### src/rtl/wsr_pkg.sv
// Shared types and constants for the LED strip refresher.
// Used by wsr_regs, wsr_ctrl, wsr_dp and the top level; no dependencies.
package wsr_pkg;

	localparam int LED_COUNT_DEF = 60;
	localparam int APB_AW        = 4;
	localparam logic [7:0] INTENSITY_RST = 8'h0F;

	// command codes carried in s_tuser
	localparam logic [1:0] MODE_SET     = 2'd0;
	localparam logic [1:0] MODE_FILL    = 2'd1;
	localparam logic [1:0] MODE_CLEAR   = 2'd2;
	localparam logic [1:0] MODE_REFRESH = 2'd3;

	// color mask bits
	localparam logic [2:0] EN_BLUE  = 3'b001;
	localparam logic [2:0] EN_GREEN = 3'b010;
	localparam logic [2:0] EN_RED   = 3'b100;

	// register indexes (paddr[3:2])
	localparam logic [1:0] REG_RED   = 2'd0;
	localparam logic [1:0] REG_GREEN = 2'd1;
	localparam logic [1:0] REG_BLUE  = 2'd2;

	typedef struct packed {
		logic [7:0] red;
		logic [7:0] green;
		logic [7:0] blue;
	} intensity_t;

	typedef struct packed {
		logic set_wr;     // write one entry from the input word
		logic clr_all;    // drop every valid bit
		logic fill_start; // latch fill mask, counter to zero
		logic fill_wr;    // write entry at counter, count up
		logic rfr_start;  // counter to top entry
		logic rd;         // read entry at counter
		logic out_load;   // build output word
		logic cnt_dn;     // step to next lower entry
	} cmd_t;

	typedef struct packed {
		logic cnt_zero;
		logic cnt_top;
	} sts_t;

endpackage

### src/rtl/wsr_regs.sv
// APB register file for the red, green and blue intensity bytes.
// Depends on wsr_pkg.
module wsr_regs
	import wsr_pkg::*;
(
	input  logic              clk,
	input  logic              arst_n,
	input  logic              psel,
	input  logic              penable,
	input  logic              pwrite,
	input  logic [APB_AW-1:0] paddr,
	input  logic [31:0]       pwdata,
	output logic [31:0]       prdata,
	output logic              pready,
	output intensity_t        intensity
);

	intensity_t int_q;
	logic       wr_en;

	assign pready    = 1'b1;
	assign wr_en     = psel & penable & pwrite;
	assign intensity = int_q;

	always_ff @(posedge clk or negedge arst_n) begin
		if (!arst_n) begin
			int_q.red   <= INTENSITY_RST;
			int_q.green <= INTENSITY_RST;
			int_q.blue  <= INTENSITY_RST;
		end else if (wr_en) begin
			case (paddr[3:2])
				REG_RED:   int_q.red   <= pwdata[7:0];
				REG_GREEN: int_q.green <= pwdata[7:0];
				REG_BLUE:  int_q.blue  <= pwdata[7:0];
				default: ;
			endcase
		end
	end

	always_comb begin
		case (paddr[3:2])
			REG_RED:   prdata = {24'd0, int_q.red};
			REG_GREEN: prdata = {24'd0, int_q.green};
			REG_BLUE:  prdata = {24'd0, int_q.blue};
			default:   prdata = 32'd0;
		endcase
	end

endmodule

### src/rtl/wsr_ctrl.sv
// Command sequencer: decodes commands and steps fill and refresh sweeps.
// Depends on wsr_pkg; drives wsr_dp through cmd_t and reads sts_t.
module wsr_ctrl
	import wsr_pkg::*;
(
	input  logic       clk,
	input  logic       arst_n,
	input  logic       s_tvalid,
	input  logic [1:0] s_tuser,
	output logic       s_tready,
	output logic       m_tvalid,
	input  logic       m_tready,
	input  sts_t       sts,
	output cmd_t       cmd
);

	typedef enum logic [4:0] {
		S_IDLE = 5'b00001,
		S_FILL = 5'b00010,
		S_RD   = 5'b00100,
		S_LOAD = 5'b01000,
		S_SEND = 5'b10000
	} state_t;

	state_t state_q, state_d;
	logic   accept;

	assign s_tready = (state_q == S_IDLE);
	assign m_tvalid = (state_q == S_SEND);
	assign accept   = s_tvalid & s_tready;

	always_comb begin
		state_d = state_q;
		cmd     = '0;
		case (state_q)
			S_IDLE: begin
				if (accept) begin
					case (s_tuser)
						MODE_SET:   cmd.set_wr = 1'b1;
						MODE_CLEAR: cmd.clr_all = 1'b1;
						MODE_FILL: begin
							cmd.fill_start = 1'b1;
							state_d        = S_FILL;
						end
						default: begin
							cmd.rfr_start = 1'b1;
							state_d       = S_RD;
						end
					endcase
				end
			end
			S_FILL: begin
				cmd.fill_wr = 1'b1;
				if (sts.cnt_top)
					state_d = S_IDLE;
			end
			S_RD: begin
				cmd.rd  = 1'b1;
				state_d = S_LOAD;
			end
			S_LOAD: begin
				cmd.out_load = 1'b1;
				state_d      = S_SEND;
			end
			S_SEND: begin
				// hold the word until taken; lowest entry ends the sweep
				if (m_tready) begin
					if (sts.cnt_zero) begin
						state_d = S_IDLE;
					end else begin
						cmd.cnt_dn = 1'b1;
						state_d    = S_RD;
					end
				end
			end
			default: state_d = S_IDLE;
		endcase
	end

	always_ff @(posedge clk or negedge arst_n) begin
		if (!arst_n)
			state_q <= S_IDLE;
		else
			state_q <= state_d;
	end

endmodule

### src/rtl/wsr_dp.sv
// Datapath: color mask memory with per-entry valid bits, sweep counter
// and output word register. Depends on wsr_pkg; commanded by wsr_ctrl.
module wsr_dp
	import wsr_pkg::*;
#(
	parameter int LED_COUNT = LED_COUNT_DEF
) (
	input  logic        clk,
	input  logic        arst_n,
	input  logic [5:0]  led_index,
	input  logic [2:0]  color_mask,
	input  intensity_t  intensity,
	input  cmd_t        cmd,
	output sts_t        sts,
	output logic [23:0] grb_word,
	output logic        last_word
);

	localparam int IDX_W = (LED_COUNT > 1) ? $clog2(LED_COUNT) : 1;
	localparam logic [IDX_W-1:0] TOP = IDX_W'(LED_COUNT - 1);

	logic [2:0]           mask_mem_q [LED_COUNT];
	logic [LED_COUNT-1:0] vld_q;
	logic [IDX_W-1:0]     cnt_q;
	logic [2:0]           fill_mask_q;
	logic [2:0]           rd_mask_q;
	logic                 rd_vld_q;
	logic [23:0]          word_q;
	logic                 last_q;

	logic             set_ok;
	logic             mem_we;
	logic [IDX_W-1:0] mem_wa;
	logic [2:0]       mem_wd;
	logic [2:0]       eff_mask;

	assign set_ok = ({1'b0, led_index} < 7'(LED_COUNT));
	assign mem_we = (cmd.set_wr & set_ok) | cmd.fill_wr;
	assign mem_wa = cmd.fill_wr ? cnt_q : led_index[IDX_W-1:0];
	assign mem_wd = cmd.fill_wr ? fill_mask_q : color_mask;

	always_ff @(posedge clk) begin
		if (mem_we)
			mask_mem_q[mem_wa] <= mem_wd;
	end

	always_ff @(posedge clk) begin
		if (cmd.rd)
			rd_mask_q <= mask_mem_q[cnt_q];
	end

	// an entry never written since reset or clear reads as zero
	always_ff @(posedge clk or negedge arst_n) begin
		if (!arst_n) begin
			vld_q    <= '0;
			rd_vld_q <= 1'b0;
		end else begin
			if (cmd.clr_all)
				vld_q <= '0;
			else if (mem_we)
				vld_q[mem_wa] <= 1'b1;
			if (cmd.rd)
				rd_vld_q <= vld_q[cnt_q];
		end
	end

	always_ff @(posedge clk or negedge arst_n) begin
		if (!arst_n)
			cnt_q <= '0;
		else if (cmd.fill_start)
			cnt_q <= '0;
		else if (cmd.rfr_start)
			cnt_q <= TOP;
		else if (cmd.fill_wr)
			cnt_q <= (cnt_q == TOP) ? '0 : cnt_q + 1'b1;
		else if (cmd.cnt_dn)
			cnt_q <= cnt_q - 1'b1;
	end

	always_ff @(posedge clk) begin
		if (cmd.fill_start)
			fill_mask_q <= color_mask;
	end

	assign eff_mask = rd_vld_q ? rd_mask_q : 3'b000;

	always_ff @(posedge clk) begin
		if (cmd.out_load) begin
			word_q[23:16] <= |(eff_mask & EN_GREEN) ? intensity.green : 8'd0;
			word_q[15:8]  <= |(eff_mask & EN_RED)   ? intensity.red   : 8'd0;
			word_q[7:0]   <= |(eff_mask & EN_BLUE)  ? intensity.blue  : 8'd0;
			last_q        <= (cnt_q == '0);
		end
	end

	assign sts.cnt_zero = (cnt_q == '0);
	assign sts.cnt_top  = (cnt_q == TOP);
	assign grb_word     = word_q;
	assign last_word    = last_q;

endmodule

### src/rtl/ws2812_color_strip_refresher.sv
// Top level of the LED strip refresher: APB registers, sequencer, datapath.
// Depends on wsr_pkg, wsr_regs, wsr_ctrl and wsr_dp.
//
//  channel  | dir | handshake               | payload
//  ---------+-----+-------------------------+--------------------------------
//  s_*      | in  | s_tvalid / s_tready     | tuser: mode; tdata: index, mask
//  m_*      | out | m_tvalid / m_tready     | tdata: grb word; tlast: last
//  apb      | in  | psel & penable, pready  | intensity registers 0x0..0x8
//
// Set and clear finish in the idle state when accepted; fill makes one memory
// write per entry in the fill state. Refresh takes each word through a
// registered memory read, a word build and a send state that waits for m_tready.
// Reset clears all valid bits at once, so no clearing pass is needed.
// A stalled output holds the word and the sweep; no command is taken until done.
module ws2812_color_strip_refresher
	import wsr_pkg::*;
#(
	parameter int LED_COUNT = LED_COUNT_DEF
) (
	input  logic              clk,
	input  logic              arst_n,
	input  logic              s_tvalid,
	output logic              s_tready,
	input  logic [15:0]       s_tdata,   // led_index[5:0], color_mask[8:6], zero pad
	input  logic [1:0]        s_tuser,   // mode[1:0]
	output logic              m_tvalid,
	input  logic              m_tready,
	output logic [23:0]       m_tdata,   // grb_word[23:0]
	output logic              m_tlast,
	input  logic              psel,
	input  logic              penable,
	input  logic              pwrite,
	input  logic [APB_AW-1:0] paddr,
	input  logic [31:0]       pwdata,
	output logic [31:0]       prdata,
	output logic              pready
);

	intensity_t intensity;
	cmd_t       cmd;
	sts_t       sts;

	wsr_regs u_regs (
		.clk       (clk),
		.arst_n    (arst_n),
		.psel      (psel),
		.penable   (penable),
		.pwrite    (pwrite),
		.paddr     (paddr),
		.pwdata    (pwdata),
		.prdata    (prdata),
		.pready    (pready),
		.intensity (intensity)
	);

	wsr_ctrl u_ctrl (
		.clk      (clk),
		.arst_n   (arst_n),
		.s_tvalid (s_tvalid),
		.s_tuser  (s_tuser),
		.s_tready (s_tready),
		.m_tvalid (m_tvalid),
		.m_tready (m_tready),
		.sts      (sts),
		.cmd      (cmd)
	);

	wsr_dp #(
		.LED_COUNT (LED_COUNT)
	) u_dp (
		.clk        (clk),
		.arst_n     (arst_n),
		.led_index  (s_tdata[5:0]),
		.color_mask (s_tdata[8:6]),
		.intensity  (intensity),
		.cmd        (cmd),
		.sts        (sts),
		.grb_word   (m_tdata),
		.last_word  (m_tlast)
	);

endmodule
### config.mk
export PLATFORM = sky130hd
export DESIGN_NAME = ws2812_color_strip_refresher
export DESIGN_NICKNAME = d
export VERILOG_FILES = /design/src/rtl/wsr_pkg.sv /design/src/rtl/wsr_regs.sv /design/src/rtl/wsr_ctrl.sv /design/src/rtl/wsr_dp.sv /design/src/rtl/ws2812_color_strip_refresher.sv
export SDC_FILE = /design/constraint.sdc
export NUM_CORES = 1
export LEC_CHECK = 0
export ABC_CLOCK_PERIOD_IN_PS = 4270
export BUFFER_PORTS_ARGS = -buffer_cell sky130_fd_sc_hd__buf_2
export CORE_MARGIN = 2
export CORE_UTILIZATION = 50
export CTS_BUF_LIST = sky130_fd_sc_hd__clkbuf_8
export DETAILED_ROUTE_END_ITERATION = 8
export PLACE_DENSITY_LB_ADDON = 0.1
export REMOVE_ABC_BUFFERS = 1
export SETUP_SLACK_MARGIN = 0.3
export SLEW_MARGIN = 5
export SYNTH_ARGS = -nofsm -noshare
export SYNTH_HDL_FRONTEND = slang
export SYNTH_HIERARCHICAL = 1
export SYNTH_SLANG_ARGS = --single-unit
### constraint.sdc
create_clock -name clk -period 4.27 [get_ports clk]
set_input_delay 0.854 -clock clk [delete_from_list [all_inputs] [get_ports clk]]
set_output_delay 0.854 -clock clk [all_outputs]
set_load 0.005 [all_outputs]
==> results.yml, run 1 <==
cts:
  cts_tree: "yes"
  path_clk_slew_ns: 0.06
  clock_latency_ns: 0.56
  numCtsBuffers: 51
  hold_buffers: 0
  htree_levels: 2
  cts.repair.resized: 0
  clk_path_buf_depth: 3
  clock-sinks: 307
  post_cts_buffers: 0
  clockRootBuffer: "clkbuf_8"
synthesis:
  syn_area_per_cell_um2: 16.8
  synth_area_um2: 13300
  synth-main-ff-cell: "edfxtp_1"
  ys_seq_elements: 307
  synth_top_area_share_pct: 47.6
  async_reset_ff_share_pct: 31.3
  yosysSeqAreaShare_pct: 65.8
  yosysWarningCount: 6
  synth-edff-count: 211
  synthTopCellsByArea: "edfxtp_1 (48%), dfrtp_1 (16%), mux4_2 (11%)"
  synth_top_area_cell: "edfxtp_1"
  synth_cell_types: 56
  postSynthCellCount: 794
power:
  ir_worst_vdd_mv: 0.298
  power.density_nw_per_um2: 561
  combPwrFrac_pct: 23.6
  switchingPower_mw: 2.36
  pwr-share-clk_pct: 32.6
  pwr-share-seq_pct: 43.8
  p_int_mw: 6.05
  p_sw_share_pct: 28.1
  cellLeakagePower_nw: 5.69
floorplanning:
  start_util_pct: 50.9
  dieWidth_um: 167
  die_h_um: 167
  die_area_um2: 27900
  ios: 121
  coreArea_um2: 26100
  row_count: 59
worst_setup_path:
  cp_num_buf_inv: 0
  path_max_fanout: 8
  crit_arrival_ns: 3.68
  worstPathCellList: "nor3_2 -> nand3b_2 -> nor4b_1 -> a21o_1 -> nand3_1 -> nor2_1"
  criticalPathCategory: "flop to flop"
  crit_path_start_kind: "flop"
  required_ns: 4.46
  critPathCaptureType: "flop"
  slowest_stage: "nor4b_1"
  max_stage_delay_ns: 0.68
  cp_top_family: "simple AND/OR/NAND/NOR gates"
run_status:
  failed_checks: "design-rule violations"
  status: "finished with violations"
cells_and_area:
  fin_nets: 951
  syn_to_final_growth_pct: 12.7
  antenna_cells: 0
  design_area_um2: 15000
  drive_gt1_share_pct: 36.0
  layout_commonest_cell: "edfxtp_1"
  final_cell_mix: "edfxtp_1 (211), dfrtp_1 (81), nor2_1 (75), mux4_2 (64), clkbuf_8 (62)"
run:
  drv_cap: 0
sta:
  tightest_slew_ns: 1.01
  fin_crit_ns: 3.49
  fin_crit_sh_pct: 81.8
  whs_ns: 0.484
  rsz0062_at_grt: "no"
  slew-limit-headroom_pct: 32.4
  max_freq_mhz: 286
  hold_viol_final: 0
  finalMaxSlewViolations: 0
  worst_clock_skew_ns: 0.0211
  setup_viol: 0
placement:
  gp_congestion: 0.820
  place_area_um2: 13900
  dp_hpwl_mm: 18.7
  port_buffers: 62
drt:
  drc_errors: 15
  drt_iter0_drc: 676
  ant_nets: 0
  wirelength_mm: 29.5
  dr.pass1.iters: 9
  viasPerCell: 5.86
  vias: 7404
  routedWlPerCell_um: 23.3
global_route:
  grt_overflow_total: 0
  grt_pass1_vias: 7788
  gr-usage-all-layers_pct: 21.4
  grt_pass1_wl_mm: 45.4
  grt_max_degree: 74
  antenna_found_initial: 0
worst_hold_path:
  hold_path.class: "primary input to async pin"
[power groups by stage]
stage	registers [mW]	logic, mW	clock network (mW)
floorplan	3.84	1.25	0
global placement	3.72	1.95	0
detailed placement	3.74	2.00	0
CTS	3.68	2.01	2.81
global route	3.71	2.13	2.95
finish	3.68	1.99	2.74
[per-layer routing]
metal / part of all wire [%] / up-vias / track usage [%]
li1: - / 3221 / -
met3: 6.6 / 59 / 3.69
met4: 2.3 / 0 / 7.26
met5: 0 / - / 0
met1: 42 / 3789 / 29.1
met2: 49 / 335 / 35.6
[synthesized netlist by cell type, drive strengths merged, types with 2 or more instances]
master	count
nor3	4
edfxtp	211
and3	28
conb	2
nand3	15
xor2	2
xnor2	5
o211ai	3
o21ai	21
o22a	2
nor2b	2
a21oi	7
inv	9
o22ai	3
nand2b	8
mux2i	16
ha	3
nand2	28
mux2	30
dfstp	13
nor4b	2
nor3b	3
nand3b	4
clkbuf	17
a21o	2
mux4	74
buf	46
o21ba	60
nand4	3
dfrtp	83
o21bai	2
nor2	75
[worst paths after layout]
check                             startpoint                     end  slack [ns]  depth (start not counted)
max                        u_ctrl/state_q[2]  u_dp/mask_mem_q[50][1]        0.78                          6
min                                   arst_n          u_dp/vld_q[33]        0.48                          1
max reg2reg                u_ctrl/state_q[2]  u_dp/mask_mem_q[50][1]        0.78                          6
min reg2reg                   u_dp/vld_q[27]          u_dp/vld_q[27]        0.50                          1
max in group asynchronous             arst_n          u_dp/vld_q[28]        2.88                          2
min in group clk                  s_tdata[8]     u_dp/fill_mask_q[2]        0.50                          1
[kinds of logic after synthesis]
| logic type | Yosys count | share of synthesized area [%] |
|---|---|---|
| DFF | 307 | 65.8 |
| and+or+nand+nor | 175 | 6.61 |
| muxes | 120 | 16.8 |
| AOI/OAI and AO/OA | 108 | 6.75 |
| buffers and inverters | 72 | 3.28 |
| xor gates and xnor gates | 7 | 0.461 |
| adders and majority gates | 3 | 0.282 |
| other | 2 | 0.0564 |
[metrics by stage]
stage	TNS, ns	setup slack, ns	instances	power, mW	utilization [%]
6_report	0	0.779	1263	8.41	57.4
2_1_floorplan	-0.709	-0.333	754	5.09	-
4_1_cts	0	0.919	1263	8.49	57.4
5_1_grt	0	0.758	1263	8.79	57.4
3_3_place_gp	0	0.834	1169	5.67	53.1
3_5_place_dp	0	0.839	1169	5.74	53.1
[flip-flops by register name, indices dropped and copies added (netlist names), 3 cells and up]
register          cells
u_dp/rd_mask_q        3
u_dp/vld_q           60
u_dp/mask_mem_q     180
u_regs/intensity     24
u_dp/cnt_q            6
u_ctrl/state_q        5
u_dp/grb_word        24
u_dp/fill_mask_q      3
[cell type report]
type	instances	area (µm²)
Clock inverter	32	263
Sequential cell	307	8760
Timing Repair Buffer	80	460
Multi-Input combinational cell	438	4220
Fill cell	2003	11100
Tap cell	335	419
Clock buffer	62	853
Inverter	9	33.8
Power figures use the tool's default switching activity.
==> run 2: changes to the inputs <==
Settings changed: ABC_CLOCK_PERIOD_IN_PS 4270 to 3500.
Clock period 4.27 ns to 3.5 ns, I/O delays scaled along.
==> results.yml, run 2 (synthesis gave the netlist of run 1 again) <==
power:
  combPwrFrac_pct: 24.5
  pwr-share-clk_pct: 32.5
  p_sw_share_pct: 28.4
  power.total_mw: 10.3
  cellLeakagePower_nw: 5.73
  p_int_mw: 7.39
  pwr-share-seq_pct: 43.0
  switchingPower_mw: 2.93
  ir_worst_vdd_mv: 0.356
  power.density_nw_per_um2: 682
run_status:
  status: "finished with violations"
  failed_checks: "design-rule violations"
worst_setup_path:
  crit_path_start_kind: "flop"
  slowest_stage: "dfrtp_1"
  startpoint: "u_ctrl/state_q[2]"
  cp.depth: 7
  path_max_fanout: 17
  required_ns: 3.71
  rr_worst_depth: 7
  cp_top_family: "simple AND/OR/NAND/NOR gates"
  criticalPathCategory: "flop to flop"
  critPathCaptureType: "flop"
  max_stage_delay_ns: 0.46
  worstPathCellList: "nor3_2 -> nand3b_1 -> clkinvlp_4 -> mux2i_1 -> nand3_1 -> buf_4 -> nor2_1"
  cp_num_buf_inv: 2
  regToRegStartpoint: "u_ctrl/state_q[2]"
  crit_arrival_ns: 3.21
  r2r_end: "u_dp/mask_mem_q[10][2]"
  rrSetupSlack_ns: 0.50
  worstSetupEndpoint: "u_dp/mask_mem_q[10][2]"
sta:
  fin_crit_sh_pct: 85.6
  tightest_slew_ns: 0.875
  fin_crit_ns: 3.00
  finalMaxSlewViolations: 0
  whs_ns: 0.150
  hold_viol_final: 0
  worst_slack_ns: 0.505
  setup_viol: 0
  max_freq_mhz: 334
  setup_tns_ns: 0
  slew-limit-headroom_pct: 41.4
  worst_clock_skew_ns: 0.0219
  rsz0062_at_grt: "no"
cts:
  cts_tree: "yes"
  htree_levels: 2
  clk_path_buf_depth: 3
  clockRootBuffer: "clkbuf_8"
  path_clk_slew_ns: 0.06
  numCtsBuffers: 52
  clock_latency_ns: 0.57
  hold_buffers: 0
  clock-sinks: 307
drt:
  dr.pass1.iters: 7
  routedWlPerCell_um: 22.8
  viasPerCell: 5.91
  drc_errors: 16
  vias: 7524
  drt_iter0_drc: 784
  wirelength_mm: 29.0
  ant_nets: 0
cells_and_area:
  regMostFlops: "u_dp/mask_mem_q"
  seqCellArea_um2: 8760
  design_area_um2: 15100
  fin_util_pct: 57.9
  largest_reg_flops: 180
  final_cell_mix: "edfxtp_1 (211), dfrtp_1 (81), nor2_1 (72), mux4_2 (64), clkbuf_8 (63)"
  multiInputGateArea_um2: 4240
  syn_to_final_growth_pct: 13.6
  fin_nets: 957
  layout_commonest_cell: "edfxtp_1"
  largest_registers: "u_dp/mask_mem_q: 180 flops, u_dp/vld_q: 60 flops"
  fillCellCount: 2056
  drive_gt1_share_pct: 37.4
  fin_cells: 1273
floorplanning:
  start_util_pct: 50.9
  dieWidth_um: 167
  coreArea_um2: 26100
  ios: 121
  die_h_um: 167
  row_count: 59
  die_area_um2: 27900
run:
  drv_cap: 0
global_route:
  grt_pass1_wl_mm: 45.4
  grt_max_degree: 66
  grt_overflow_total: 0
  grt_pass1_vias: 7719
  antenna_found_initial: 2
  gr-usage-all-layers_pct: 21.2
placement:
  placed_cells: 1174
  gp_congestion: 0.825
  pre_cts_slack_ns: 0.431
  place_area_um2: 14000
  dp_hpwl_mm: 18.5
  port_buffers: 62
worst_hold_path:
  hold_path.class: "primary input to async pin"
## run 2: how the worst min path moves through the flow
stage / endpoint / slack, ns
global placement: u_dp/vld_q[23] / 0.48
CTS: u_regs/intensity[15] / 0.14
global route: u_regs/intensity[15] / 0.16
detailed placement: u_dp/vld_q[11] / 0.49
finish: u_regs/intensity[15] / 0.15
floorplan: u_ctrl/state_q[1] / 0.40
## run 2: what timing repair did
| action | CTS | global route |
|---|---|---|
| setup endpoints to repair | 0 | 224 |
| setup buffers | 0 | 0 |
| resized for setup | 0 | 9 |
## run 2: power by group through the flow
stage	registers [mW]	clock network, mW	logic [mW]
global placement	4.49	0	2.50
floorplan	4.69	0	1.52
detailed placement	4.51	0	2.54
CTS	4.44	3.44	2.54
global route	4.47	3.62	2.71
finish	4.44	3.36	2.52
## run 2: area by class of cell
cell class | instances | share of cell area (%)
tap | 335 | 2.77
multi-input combinational | 438 | 28.1
clock inverter | 35 | 1.70
antenna | 1 | 0.0165
timing repair buffer | 85 | 3.54
inverter | 9 | 0.248
sequential | 307 | 57.9
clock buffer | 63 | 5.73
## run 2: per-layer routing
metal,vias to the layer above,share of wire (%),track usage [%]
met5,-,0,0
met4,0,2.2,6.16
met3,52,6.3,3.73
met2,317,48,34.5
met1,3915,43,29.9
li1,3240,-,-
## run 2: worst register-to-register path, stage by stage (launching register included)
cell,delay (ns)
dfrtp_1,0.46
nor3_2,0.27
nand3b_1,0.21
clkinvlp_4,0.31
mux2i_1,0.43
nand3_1,0.34
buf_4,0.28
nor2_1,0.34
